`config.mk`:
```
export PLATFORM = sky130hd
export DESIGN_NAME = bounded_fifo_with_drop_policies_core
export DESIGN_NICKNAME = d
export VERILOG_FILES = /design/src/sv/bfd_pkg.sv /design/src/sv/bfd_ctrl.sv /design/src/sv/bfd_dpath.sv /design/src/sv/bounded_fifo_with_drop_policies_core.sv
export SDC_FILE = /design/constraint.sdc
export NUM_CORES = 2
export LEC_CHECK = 0
export ABC_AREA = 1
export BUFFER_PORTS_ARGS = -buffer_cell sky130_fd_sc_hd__buf_2
export CAP_MARGIN = 10
export CELL_PAD_IN_SITES_DETAIL_PLACEMENT = 1
export CELL_PAD_IN_SITES_GLOBAL_PLACEMENT = 2
export CORE_MARGIN = 3
export CORE_UTILIZATION = 35
export DETAILED_ROUTE_END_ITERATION = 8
export PLACE_DENSITY_LB_ADDON = 0.12
export SYNTH_ARGS = -nofsm -noshare
export SYNTH_HDL_FRONTEND = slang
export SYNTH_HIERARCHICAL = 1
export SYNTH_SLANG_ARGS = --single-unit
```
`constraint.sdc`:
```
create_clock -name i_clk -period 7.7 [get_ports i_clk]
set_input_delay 0.77 -clock i_clk [delete_from_list [all_inputs] [get_ports i_clk]]
set_output_delay 0.77 -clock i_clk [all_outputs]
set_load 0.05 [all_outputs]
```
`src/sv/bfd_pkg.sv`:
```
// Shared types and constants for the bounded FIFO with drop policies.
// No dependencies; imported by every other file of the block.
package bfd_pkg;

    localparam int DEPTH_DEF       = 64;
    localparam int ENTRY_WIDTH_DEF = 32;

    localparam int CMD_W  = 2;
    localparam int KIND_W = 2;
    localparam int STAT_W = 2;
    localparam int CAP_W  = 7;
    localparam int SEED_W = 16;
    localparam int OCC_W  = 7;
    localparam int DIV_CNT_W = 4;

    localparam logic [CAP_W-1:0]  CAP_RESET  = 7'd64;
    localparam logic [SEED_W-1:0] SEED_RESET = 16'd1;
    localparam logic [SEED_W-1:0] LFSR_POLY  = 16'hB400;
    // Quarter of the queue is dropped: ceil(n/4) = (n + 3) >> 2
    localparam int DROP_SHIFT = 2;

    typedef enum logic [0:0] {
        CFG_CAPACITY,
        CFG_SEED
    } t_cfg_idx;

    typedef enum logic [CMD_W-1:0] {
        CMD_ENQ,
        CMD_ENQ_DROP_OLD,
        CMD_ENQ_DROP_RND,
        CMD_DEQ
    } t_cmd;

    typedef enum logic [KIND_W-1:0] {
        KIND_STATUS,
        KIND_DEQ,
        KIND_DROP
    } t_kind;

    typedef enum logic [STAT_W-1:0] {
        ST_OK,
        ST_FULL,
        ST_EMPTY
    } t_status;

    typedef enum logic [1:0] {
        OUT_DROP,
        OUT_FIN_DATA,
        OUT_FIN_STATUS
    } t_out_sel;

    typedef enum logic [3:0] {
        S_IDLE,
        S_DECODE,
        S_FIN,
        S_DEQ_OUT,
        S_OLD_OUT,
        S_PUSH,
        S_DRAW,
        S_DIV,
        S_PRD,
        S_PWR,
        S_EMIT,
        S_EMIT_OUT,
        S_COMP,
        S_COMP_WR
    } t_state;

    typedef struct packed {
        logic     accept;
        logic     rd_oldest;
        logic     pop;
        logic     push;
        logic     lfsr_step;
        logic     div_step;
        logic     perm_rd;
        logic     perm_wr;
        logic     emit_rd;
        logic     i_inc;
        logic     comp_init;
        logic     comp_rd;
        logic     comp_wr;
        logic     comp_done;
        logic     out_load;
        t_out_sel out_sel;
    } t_dp_cmd;

    typedef struct packed {
        t_cmd cmd;
        logic count_zero;
        logic div_last;
        logic k_last;
        logic i_done;
        logic mark_cur;
        logic keep_cur;
        logic out_free;
    } t_dp_stat;

endpackage

```
`src/sv/bfd_ctrl.sv`:
```
// Controller state machine for the bounded FIFO with drop policies.
// Depends on bfd_pkg; drives bfd_dpath through t_dp_cmd, reads t_dp_stat.
module bfd_ctrl import bfd_pkg::*; (
    input  logic     i_clk,
    input  logic     i_rst_n,
    input  logic     i_s_valid,
    output logic     o_s_ready,
    input  t_dp_stat i_stat,
    output t_dp_cmd  o_cmd
);

    t_state r_state;
    t_state n_state;

    always_ff @(posedge i_clk) begin
        if (!i_rst_n) begin
            r_state <= S_IDLE;
        end else begin
            r_state <= n_state;
        end
    end

    always_comb begin
        n_state   = r_state;
        o_cmd     = '0;
        o_s_ready = 1'b0;
        case (r_state)
            S_IDLE: begin
                o_s_ready = 1'b1;
                if (i_s_valid) begin
                    o_cmd.accept = 1'b1;
                    n_state      = S_DECODE;
                end
            end
            S_DECODE: begin
                case (i_stat.cmd)
                    CMD_DEQ: begin
                        if (i_stat.count_zero) begin
                            n_state = S_FIN;
                        end else begin
                            o_cmd.rd_oldest = 1'b1;
                            n_state         = S_DEQ_OUT;
                        end
                    end
                    CMD_ENQ_DROP_OLD: begin
                        if (i_stat.count_zero) begin
                            n_state = S_PUSH;
                        end else begin
                            o_cmd.rd_oldest = 1'b1;
                            n_state         = S_OLD_OUT;
                        end
                    end
                    CMD_ENQ_DROP_RND: begin
                        n_state = i_stat.count_zero ? S_PUSH : S_DRAW;
                    end
                    default: n_state = S_PUSH;
                endcase
            end
            S_FIN: begin
                if (i_stat.out_free) begin
                    o_cmd.out_load = 1'b1;
                    o_cmd.out_sel  = OUT_FIN_STATUS;
                    n_state        = S_IDLE;
                end
            end
            S_DEQ_OUT: begin
                if (i_stat.out_free) begin
                    o_cmd.out_load = 1'b1;
                    o_cmd.out_sel  = OUT_FIN_DATA;
                    o_cmd.pop      = 1'b1;
                    n_state        = S_IDLE;
                end
            end
            S_OLD_OUT: begin
                if (i_stat.out_free) begin
                    o_cmd.out_load = 1'b1;
                    o_cmd.out_sel  = OUT_DROP;
                    o_cmd.pop      = 1'b1;
                    n_state        = S_PUSH;
                end
            end
            S_PUSH: begin
                if (i_stat.out_free) begin
                    o_cmd.push     = 1'b1;
                    o_cmd.out_load = 1'b1;
                    o_cmd.out_sel  = OUT_FIN_STATUS;
                    n_state        = S_IDLE;
                end
            end
            S_DRAW: begin
                o_cmd.lfsr_step = 1'b1;
                n_state         = S_DIV;
            end
            S_DIV: begin
                o_cmd.div_step = 1'b1;
                if (i_stat.div_last) begin
                    n_state = S_PRD;
                end
            end
            S_PRD: begin
                o_cmd.perm_rd = 1'b1;
                n_state       = S_PWR;
            end
            S_PWR: begin
                o_cmd.perm_wr = 1'b1;
                n_state       = i_stat.k_last ? S_EMIT : S_DRAW;
            end
            S_EMIT: begin
                if (i_stat.i_done) begin
                    o_cmd.comp_init = 1'b1;
                    n_state         = S_COMP;
                end else if (i_stat.mark_cur) begin
                    o_cmd.emit_rd = 1'b1;
                    n_state       = S_EMIT_OUT;
                end else begin
                    o_cmd.i_inc = 1'b1;
                end
            end
            S_EMIT_OUT: begin
                if (i_stat.out_free) begin
                    o_cmd.out_load = 1'b1;
                    o_cmd.out_sel  = OUT_DROP;
                    o_cmd.i_inc    = 1'b1;
                    n_state        = S_EMIT;
                end
            end
            S_COMP: begin
                if (i_stat.i_done) begin
                    o_cmd.comp_done = 1'b1;
                    n_state         = S_PUSH;
                end else if (i_stat.keep_cur) begin
                    o_cmd.comp_rd = 1'b1;
                    n_state       = S_COMP_WR;
                end else begin
                    o_cmd.i_inc = 1'b1;
                end
            end
            S_COMP_WR: begin
                o_cmd.comp_wr = 1'b1;
                n_state       = S_COMP;
            end
            default: n_state = S_IDLE;
        endcase
    end

endmodule

```
`src/sv/bfd_dpath.sv`:
```
// Datapath: entry store, permutation store, remove marks, LFSR, remainder unit,
// counters and output register. Depends on bfd_pkg; steered by bfd_ctrl.
module bfd_dpath import bfd_pkg::*; #(
    parameter int DEPTH       = DEPTH_DEF,
    parameter int ENTRY_WIDTH = ENTRY_WIDTH_DEF
) (
    input  logic                   i_clk,
    input  logic                   i_rst_n,
    input  t_dp_cmd                i_cmd,
    output t_dp_stat               o_stat,
    input  logic [CMD_W-1:0]       i_in_cmd,
    input  logic [ENTRY_WIDTH-1:0] i_in_payload,
    input  logic                   i_cfg_valid,
    input  logic [0:0]             i_cfg_index,
    input  logic [SEED_W-1:0]      i_cfg_data,
    output logic                   o_out_valid,
    input  logic                   i_out_ready,
    output logic [KIND_W-1:0]      o_out_kind,
    output logic [ENTRY_WIDTH-1:0] o_out_entry,
    output logic [STAT_W-1:0]      o_out_status,
    output logic [OCC_W-1:0]       o_out_occ,
    output logic                   o_out_full,
    output logic                   o_out_empty,
    output logic                   o_out_last
);

    localparam int AW   = $clog2(DEPTH);
    localparam int CW   = $clog2(DEPTH + 1);
    localparam int CMPW = CW + CAP_W;

    logic [ENTRY_WIDTH-1:0] store_mem [DEPTH];
    logic [AW-1:0]          perm_mem  [DEPTH];

    logic [CAP_W-1:0]       r_cap;
    logic [SEED_W-1:0]      r_lfsr;
    logic [AW-1:0]          r_op;
    logic [CW-1:0]          r_count;
    t_cmd                   r_cmd;
    logic [ENTRY_WIDTH-1:0] r_pay;
    logic [CW-1:0]          r_occ_fin;
    logic                   r_push_ok;
    t_status                r_stat_fin;
    logic [CW-1:0]          r_d;
    logic [CW-1:0]          r_k;
    logic [CW-1:0]          r_i;
    logic [CW-1:0]          r_j;
    logic [SEED_W-1:0]      r_div_val;
    logic [CW-1:0]          r_rem;
    logic [DIV_CNT_W-1:0]   r_div_cnt;
    logic [DEPTH-1:0]       r_mark;
    logic [DEPTH-1:0]       r_pv;
    logic [AW-1:0]          r_pa_data, r_pb_data, r_pa_addr, r_pb_addr;
    logic                   r_pa_v, r_pb_v;
    logic [ENTRY_WIDTH-1:0] r_rdata;
    logic                   r_ov;
    t_kind                  r_okind;
    logic [ENTRY_WIDTH-1:0] r_oentry;
    t_status                r_ostat;
    logic [CW-1:0]          r_oocc;
    logic                   r_ofull, r_oempty, r_olast;

    logic [CW-1:0]          w_effcap;
    logic [CMPW-1:0]        w_cap_ext;
    logic [CW-1:0]          w_m;
    logic [CW-1:0]          w_d;
    logic                   w_push_ok;
    logic [SEED_W-1:0]      w_lfsr_nxt;
    logic [CW-1:0]          w_range;
    logic [CW:0]            w_div_t;
    logic [CW-1:0]          w_rem_nxt;
    logic [AW-1:0]          w_va, w_vb;
    logic [CW-1:0]          w_rev_i;
    logic                   w_rd_en;
    logic [AW-1:0]          w_rd_addr;
    logic                   w_wr_en;
    logic [AW-1:0]          w_wr_addr;
    logic [ENTRY_WIDTH-1:0] w_wr_data;
    t_cmd                   w_in_cmd;

    function automatic logic [AW-1:0] f_slot(input logic [AW-1:0] op,
                                             input logic [CW-1:0] x);
        logic [CW:0] s;
        s = (CW+1)'(op) + (CW+1)'(x);
        if (s >= (CW+1)'(DEPTH)) begin
            s = s - (CW+1)'(DEPTH);
        end
        return AW'(s);
    endfunction

    assign w_in_cmd  = t_cmd'(i_in_cmd);
    assign w_cap_ext = CMPW'(r_cap);
    assign w_effcap  = (r_cap == '0) ? CW'(1) :
                       (w_cap_ext > CMPW'(DEPTH)) ? CW'(DEPTH) : CW'(w_cap_ext);
    assign w_d       = CW'(((CW+2)'(r_count) + (CW+2)'(3)) >> DROP_SHIFT);

    // Count left once the removals of this command are done
    always_comb begin
        case (w_in_cmd)
            CMD_ENQ:          w_m = r_count;
            CMD_ENQ_DROP_RND: w_m = r_count - w_d;
            default:          w_m = (r_count == '0) ? r_count : r_count - CW'(1);
        endcase
    end
    assign w_push_ok = (w_m < w_effcap);

    assign w_lfsr_nxt = {1'b0, r_lfsr[SEED_W-1:1]} ^ (r_lfsr[0] ? LFSR_POLY : '0);
    assign w_range    = r_count - r_k;
    assign w_div_t    = {r_rem, r_div_val[SEED_W-1]};
    assign w_rem_nxt  = (w_div_t >= {1'b0, w_range}) ? CW'(w_div_t - {1'b0, w_range})
                                                     : CW'(w_div_t);
    // Unwritten permutation slots read as their own index
    assign w_va    = r_pa_v ? r_pa_data : r_pa_addr;
    assign w_vb    = r_pb_v ? r_pb_data : r_pb_addr;
    assign w_rev_i = r_count - CW'(1) - r_i;

    always_comb begin
        w_rd_en   = i_cmd.rd_oldest | i_cmd.emit_rd | i_cmd.comp_rd;
        w_rd_addr = r_op;
        if (i_cmd.emit_rd) begin
            w_rd_addr = f_slot(r_op, w_rev_i);
        end else if (i_cmd.comp_rd) begin
            w_rd_addr = f_slot(r_op, r_i);
        end
        w_wr_en   = (i_cmd.push & r_push_ok) | i_cmd.comp_wr;
        w_wr_addr = i_cmd.comp_wr ? f_slot(r_op, r_j) : f_slot(r_op, r_count);
        w_wr_data = i_cmd.comp_wr ? r_rdata : r_pay;
    end

    // Survivors are packed toward the oldest slot; reads stay ahead of writes
    always_ff @(posedge i_clk) begin
        if (w_wr_en) begin
            store_mem[w_wr_addr] <= w_wr_data;
        end
        if (w_rd_en) begin
            r_rdata <= store_mem[w_rd_addr];
        end
    end

    always_ff @(posedge i_clk) begin
        if (i_cmd.perm_wr) begin
            perm_mem[r_pa_addr] <= w_vb;
        end
        if (i_cmd.perm_rd) begin
            r_pa_data <= perm_mem[r_rem[AW-1:0]];
            r_pb_data <= perm_mem[AW'(w_range - CW'(1))];
            r_pa_addr <= r_rem[AW-1:0];
            r_pb_addr <= AW'(w_range - CW'(1));
            r_pa_v    <= r_pv[r_rem[AW-1:0]];
            r_pb_v    <= r_pv[AW'(w_range - CW'(1))];
        end
    end

    // Payload and work registers
    always_ff @(posedge i_clk) begin
        if (i_cmd.accept) begin
            r_cmd      <= w_in_cmd;
            r_pay      <= i_in_payload;
            r_push_ok  <= w_push_ok;
            r_occ_fin  <= (w_in_cmd == CMD_DEQ) ? w_m : w_m + CW'(w_push_ok);
            r_d        <= w_d;
            r_k        <= '0;
            r_i        <= '0;
            if (w_in_cmd == CMD_DEQ) begin
                r_stat_fin <= (r_count == '0) ? ST_EMPTY : ST_OK;
            end else begin
                r_stat_fin <= w_push_ok ? ST_OK : ST_FULL;
            end
        end
        if (i_cmd.lfsr_step) begin
            r_div_val <= w_lfsr_nxt;
            r_rem     <= '0;
            r_div_cnt <= '0;
        end
        if (i_cmd.div_step) begin
            r_div_val <= r_div_val << 1;
            r_rem     <= w_rem_nxt;
            r_div_cnt <= r_div_cnt + DIV_CNT_W'(1);
        end
        if (i_cmd.perm_wr) begin
            r_k <= r_k + CW'(1);
        end
        if (i_cmd.comp_init) begin
            r_i <= '0;
            r_j <= '0;
        end
        if (i_cmd.i_inc || i_cmd.comp_wr) begin
            r_i <= r_i + CW'(1);
        end
        if (i_cmd.comp_wr) begin
            r_j <= r_j + CW'(1);
        end
        if (i_cmd.out_load) begin
            r_oocc   <= r_occ_fin;
            r_ofull  <= (r_occ_fin >= w_effcap);
            r_oempty <= (r_occ_fin == '0);
            case (i_cmd.out_sel)
                OUT_DROP: begin
                    r_okind  <= KIND_DROP;
                    r_oentry <= r_rdata;
                    r_ostat  <= ST_OK;
                    r_olast  <= 1'b0;
                end
                OUT_FIN_DATA: begin
                    r_okind  <= KIND_DEQ;
                    r_oentry <= r_rdata;
                    r_ostat  <= r_stat_fin;
                    r_olast  <= 1'b1;
                end
                default: begin
                    r_okind  <= KIND_STATUS;
                    r_oentry <= '0;
                    r_ostat  <= r_stat_fin;
                    r_olast  <= 1'b1;
                end
            endcase
        end
    end

    // Control state
    always_ff @(posedge i_clk) begin
        if (!i_rst_n) begin
            r_cap   <= CAP_RESET;
            r_lfsr  <= SEED_RESET;
            r_op    <= '0;
            r_count <= '0;
            r_mark  <= '0;
            r_pv    <= '0;
            r_ov    <= 1'b0;
        end else begin
            if (i_cmd.accept) begin
                r_pv <= '0;
            end
            if (i_cmd.pop) begin
                r_op    <= f_slot(r_op, CW'(1));
                r_count <= r_count - CW'(1);
            end
            if (i_cmd.push && r_push_ok) begin
                r_count <= r_count + CW'(1);
            end
            if (i_cmd.lfsr_step) begin
                r_lfsr <= w_lfsr_nxt;
            end
            if (i_cmd.perm_wr) begin
                r_mark[w_va]    <= 1'b1;
                r_pv[r_pa_addr] <= 1'b1;
            end
            if (i_cmd.comp_done) begin
                r_count <= r_j;
                r_mark  <= '0;
            end
            if (i_cmd.out_load) begin
                r_ov <= 1'b1;
            end else if (i_out_ready) begin
                r_ov <= 1'b0;
            end
            if (i_cfg_valid) begin
                case (t_cfg_idx'(i_cfg_index))
                    CFG_CAPACITY: r_cap  <= i_cfg_data[CAP_W-1:0];
                    CFG_SEED:     r_lfsr <= (i_cfg_data == '0) ? SEED_RESET : i_cfg_data;
                    default:      r_cap  <= r_cap;
                endcase
            end
        end
    end

    always_comb begin
        o_stat.cmd        = r_cmd;
        o_stat.count_zero = (r_count == '0);
        o_stat.div_last   = (r_div_cnt == {DIV_CNT_W{1'b1}});
        o_stat.k_last     = (r_k + CW'(1) == r_d);
        o_stat.i_done     = (r_i == r_count);
        o_stat.mark_cur   = r_mark[r_i[AW-1:0]];
        o_stat.keep_cur   = ~r_mark[w_rev_i[AW-1:0]];
        o_stat.out_free   = ~r_ov | i_out_ready;
    end

    assign o_out_valid  = r_ov;
    assign o_out_kind   = r_okind;
    assign o_out_entry  = r_oentry;
    assign o_out_status = r_ostat;
    assign o_out_occ    = OCC_W'(r_oocc);
    assign o_out_full   = r_ofull;
    assign o_out_empty  = r_oempty;
    assign o_out_last   = r_olast;

endmodule

```
`src/sv/bounded_fifo_with_drop_policies_core.sv`:
```
// Channel  Handshake                    Payload
// s_axis   i_s_axis_tvalid/o_..._tready tuser=command, tdata=payload
// m_axis   o_m_axis_tvalid/i_..._tready tuser=kind, tdata=entry..is_empty, tlast=last
// cfg      i_cfg_valid/o_cfg_ready      i_cfg_index, i_cfg_data
//
// Enqueue and dequeue go via decode to a result state; drop-oldest emits the oldest first.
// Random drop: ceil(n/4) draws, each an LFSR step, a 16-step remainder pass and a permutation
// update; then a scan that emits each marked entry as a drop, then a compaction pass that
// packs the kept entries, through the entry store. One item is in work at a time.
// Reset is synchronous, active low; the entry store needs no clearing pass.
// A stalled result holds the sequencer only when a new result must be loaded.
// Top level; depends on bfd_pkg, bfd_ctrl and bfd_dpath.
module bounded_fifo_with_drop_policies_core import bfd_pkg::*; #(
    parameter int DEPTH       = DEPTH_DEF,
    parameter int ENTRY_WIDTH = ENTRY_WIDTH_DEF,
    localparam int IN_DW  = ((ENTRY_WIDTH + 7) / 8) * 8,
    localparam int OUT_DW = ((ENTRY_WIDTH + STAT_W + OCC_W + 2 + 7) / 8) * 8
) (
    input  logic                i_clk,
    input  logic                i_rst_n,
    input  logic                i_s_axis_tvalid,
    output logic                o_s_axis_tready,
    input  logic [IN_DW-1:0]    i_s_axis_tdata,   // payload
    input  logic [CMD_W-1:0]    i_s_axis_tuser,   // command
    output logic                o_m_axis_tvalid,
    input  logic                i_m_axis_tready,
    output logic [OUT_DW-1:0]   o_m_axis_tdata,   // entry, status, occupancy, is_full, is_empty
    output logic [KIND_W-1:0]   o_m_axis_tuser,   // kind
    output logic                o_m_axis_tlast,
    input  logic                i_cfg_valid,
    output logic                o_cfg_ready,
    input  logic [0:0]          i_cfg_index,
    input  logic [SEED_W-1:0]   i_cfg_data
);

    localparam int PACK_W = ENTRY_WIDTH + STAT_W + OCC_W + 2;

    t_dp_cmd                w_cmd;
    t_dp_stat               w_stat;
    logic [ENTRY_WIDTH-1:0] w_entry;
    logic [STAT_W-1:0]      w_status;
    logic [OCC_W-1:0]       w_occ;
    logic                   w_full, w_empty;

    bfd_ctrl u_ctrl (
        .i_clk     (i_clk),
        .i_rst_n   (i_rst_n),
        .i_s_valid (i_s_axis_tvalid),
        .o_s_ready (o_s_axis_tready),
        .i_stat    (w_stat),
        .o_cmd     (w_cmd)
    );

    bfd_dpath #(
        .DEPTH       (DEPTH),
        .ENTRY_WIDTH (ENTRY_WIDTH)
    ) u_dpath (
        .i_clk        (i_clk),
        .i_rst_n      (i_rst_n),
        .i_cmd        (w_cmd),
        .o_stat       (w_stat),
        .i_in_cmd     (i_s_axis_tuser),
        .i_in_payload (i_s_axis_tdata[ENTRY_WIDTH-1:0]),
        .i_cfg_valid  (i_cfg_valid),
        .i_cfg_index  (i_cfg_index),
        .i_cfg_data   (i_cfg_data),
        .o_out_valid  (o_m_axis_tvalid),
        .i_out_ready  (i_m_axis_tready),
        .o_out_kind   (o_m_axis_tuser),
        .o_out_entry  (w_entry),
        .o_out_status (w_status),
        .o_out_occ    (w_occ),
        .o_out_full   (w_full),
        .o_out_empty  (w_empty),
        .o_out_last   (o_m_axis_tlast)
    );

    assign o_cfg_ready    = 1'b1;
    assign o_m_axis_tdata = OUT_DW'({w_empty, w_full, w_occ, w_status, w_entry});

    a_drop_not_last: assert property (@(posedge i_clk) disable iff (!i_rst_n)
        (o_m_axis_tvalid && o_m_axis_tuser == KIND_DROP) |-> !o_m_axis_tlast)
        else $error("dropped word flagged as last");

    a_deq_ok_last: assert property (@(posedge i_clk) disable iff (!i_rst_n)
        (o_m_axis_tvalid && o_m_axis_tuser == KIND_DEQ)
            |-> (o_m_axis_tlast && o_m_axis_tdata[ENTRY_WIDTH+STAT_W-1:ENTRY_WIDTH] == ST_OK))
        else $error("dequeued word without ok status or last");

    a_one_in_work: assert property (@(posedge i_clk) disable iff (!i_rst_n)
        (i_s_axis_tvalid && o_s_axis_tready) |=> !o_s_axis_tready)
        else $error("second word accepted while one is in work");

    a_empty_occ: assert property (@(posedge i_clk) disable iff (!i_rst_n)
        o_m_axis_tvalid |-> (o_m_axis_tdata[PACK_W-1] == (w_occ == '0)))
        else $error("is_empty disagrees with occupancy");

endmodule
```
==> flow_metrics.py <==
metrics = {
    "run_status": {
        "status": "completed",
    },
    "setup_path": {
        "crit_slowest_cell": "buf_4",
        "arrival_ns": 7.34,
        "end_kind": "flop",
        "crit_type": "reg2reg",
        "crit_required_ns": 8.35,
        "worstSetupStartpointType": "flop",
        "crit_top_cell": "nand2_1",
        "max_stage_delay_ns": 0.59,
        "critPathMaxFanout": 45,
    },
    "clocking": {
        "max-clock-path-buffers": 4,
        "cts_num_sinks": 2803,
        "post_cts_buffers": 0,
        "h-tree-depth": 5,
        "root_buffer": "clkbuf_16",
        "cts.clk_slew.worst_paths_ns": 0.06,
        "cts-buffers-inserted": 328,
        "cts_tree": "yes",
        "clock_latency_ns": 0.93,
    },
    "placed_design": {
        "gp_congestion": 0.808,
        "portBuffers": 103,
        "dpl.hpwl_um": 267000,
        "placed_cells": 16014,
        "post-place-ws_ns": 0.904,
        "post_dp_cell_area_mm2": 0.130,
    },
    "grt": {
        "grt_max_degree": 178,
        "grt_pass1_vias": 92468,
        "grt_pass1_wl_um": 659000,
        "antenna_found_initial": 28,
        "grt_overflow_total": 0,
        "grt_use_total_pct": 25.0,
    },
    "yosys": {
        "yosysUniqueCellTypes": 60,
        "ys.flop_type": "edfxtp_1",
        "synth_top_area_share_pct": 64.4,
        "syn_inst": 11699,
        "syn-cell-area_mm2": 0.123,
        "synth_top_cell_by_area": "edfxtp_1",
        "ys_ff_latch": 2803,
        "synth.most_common_cell": "nand2_1",
        "postSynthAreaPerCell_um2": 10.5,
        "synth_area_leaders": "edfxtp_1 (64%), nand2_1 (8.8%), nand3_1 (4.8%)",
        "ys_seq_area_share_pct": 67.2,
        "async_reset_ff_share_pct": 0,
        "yosys_warnings": 6,
        "synth_common_cells": "nand2_1 (2873), edfxtp_1 (2633), nor2_1 (1521), nand3_1 (1172), o21ai_0 (871)",
        "synth-edff-count": 2633,
    },
    "finish": {
        "drive_above_1_share_pct": 9.24,
        "nNetsFinal": 11922,
        "syn_to_final_growth_pct": 14.7,
        "design_area_mm2": 0.141,
        "final_cells": 16651,
    },
    "die": {
        "start_util_pct": 35.3,
        "pin_count": 110,
        "core_area_mm2": 0.348,
        "fp.dieH_um": 598,
        "row_count": 216,
        "dieArea_mm2": 0.358,
        "die_width_um": 598,
    },
    "timing": {
        "finalSetupViolCount": 0,
        "worstMarginPinSlew_ns": 1.21,
        "fmax_ghz": 0.150,
        "relSlewSlack_pct": 19.5,
        "finalClockSkew_ns": 0.0503,
        "hold_viol": 0,
        "post-route-period-util_pct": 86.8,
        "fin_setup_tns_ns": 0,
        "period_needed_ns": 6.68,
        "finalWorstSetupSlack_ns": 1.02,
        "slew_viol_final": 0,
        "rsz0062_at_grt": "no",
    },
    "drt": {
        "via_per_inst": 5.43,
        "drt-wirelength-per-cell_um": 27.4,
        "drt_iter0_markers": 8322,
        "drcViolationCount": 0,
        "ant_nets": 0,
        "postRouteWirelength_um": 456000,
        "drt_pass1_iterations": 6,
        "vias": 90398,
    },
    "power": {
        "ir_worst_vdd_uv": 540,
        "leakagePower_nw": 50.9,
        "p_per_area_mw_per_mm2": 441,
        "totalPowerFinal_w": 0.0620,
    },
    "job": {
        "drv_cap": 0,
    },
    "min_path": {
        "hp-class": "in2reg",
    },
}
[repair_timing]
| item | CTS | global route |
|---|---|---|
| hold endpoints to repair | 30 | 0 |
| hold buffers | 30 | 0 |
| resized for setup | 0 | 0 |
[worst max-delay path: cells and delay by family (launching register included)]
kind,cells,cell delay (ns)
compound gates,5,0.73
fa+ha+maj,2,0.87
buf+inv,7,1.90
flops,1,0.53
simple gates,17,2.30
[where the power goes]
| group | switching, W | leakage (nW) | internal [W] |
|---|---|---|---|
| sequential | 0.000345 | 25.1 | 0.0186 |
| combinational | 0.0205 | 20.7 | 0.00729 |
| clock | 0.00642 | 5.11 | 0.00893 |
[cells in the final DEF, fill, tap and decap left out, types with 32 or more instances in the layout]
cell type / n
a21oi_1: 281
buf_12: 75
buf_2: 103
buf_4: 271
clkbuf_1: 76
clkbuf_16: 339
clkinv_1: 70
clkinv_2: 55
dfxtp_1: 170
edfxtp_1: 2633
ha_1: 60
inv_1: 641
nand2_1: 2867
nand3_1: 1172
nor2_1: 1456
nor2_4: 67
o211ai_1: 185
o21ai_0: 839
o21ai_1: 68
o21ai_4: 33
o22ai_1: 196
or2_2: 32
[worst paths after layout]
path / start / end / slack [ns] / cells after the start
max: u_dpath/r_count[1] / u_dpath/r_rdata[28] / 1.02 / 31
min: i_s_axis_tdata[25] / u_dpath/r_pay[25] / 0.08 / 1
max reg2reg: u_dpath/r_count[1] / u_dpath/r_rdata[28] / 1.02 / 31
min reg2reg: u_dpath/r_mark[60] / u_dpath/r_mark[60] / 0.47 / 2
[flip-flops by register name, indices dropped and copies added (netlist names), 7 cells and up]
register / count
u_dpath/r_rem: 7
u_dpath/r_occ_fin: 7
u_dpath/r_rdata: 32
u_dpath/r_mark: 64
u_dpath/r_j: 7
u_dpath/perm_mem: 384
u_dpath/o_out_occ: 7
u_dpath/r_div_val: 16
u_dpath/r_count: 7
u_dpath/r_pv: 64
u_dpath/store_mem: 2048
u_dpath/r_k: 7
u_dpath/r_pay: 32
u_dpath/r_i: 7
u_dpath/o_out_entry: 32
u_dpath/r_lfsr: 16
u_dpath/r_cap: 7
[stage by stage]
step	hold slack, ns	util (%)
final	0.0798	40.5
after global routing	0.0340	40.5
after CTS	0.0131	40.5
after detailed placement	0.460	37.4
after global placement	0.451	37.4
after floorplan	0.441	-
[routing by layer]
metal	wire (um)	global-route usage, %
met4	11700	6.71
met2	211000	40.5
met1	209000	35.4
met5	11	0
met3	23500	2.90
[cells by family (layout without fill, tap and decap cells)]
family	Yosys count	after routing	share of synthesized area (%)
AOI/OAI and AO/OA	1708	1708	7.83
other	2	14	0.00612
DFF	2803	2803	67.2
adders and majority gates	69	69	0.746
and+or+nand+nor	5667	5667	18.7
muxes	6	6	0.0550
xor gates and xnor gates	51	51	0.404
buffers and inverters	1393	1755	5.02
[final cells by class]
type,count,area [um2]
well taps,4578,5730
fillers,37806,207000
clock inverters,169,1480
multi-input cells,7507,35100
flip-flops and latches,2803,82500
inverters,677,2600
diodes,8,20.0
repair buffers,480,4380
clock buffers,429,8960
Note: power is estimated with default switching activity, not from simulation.
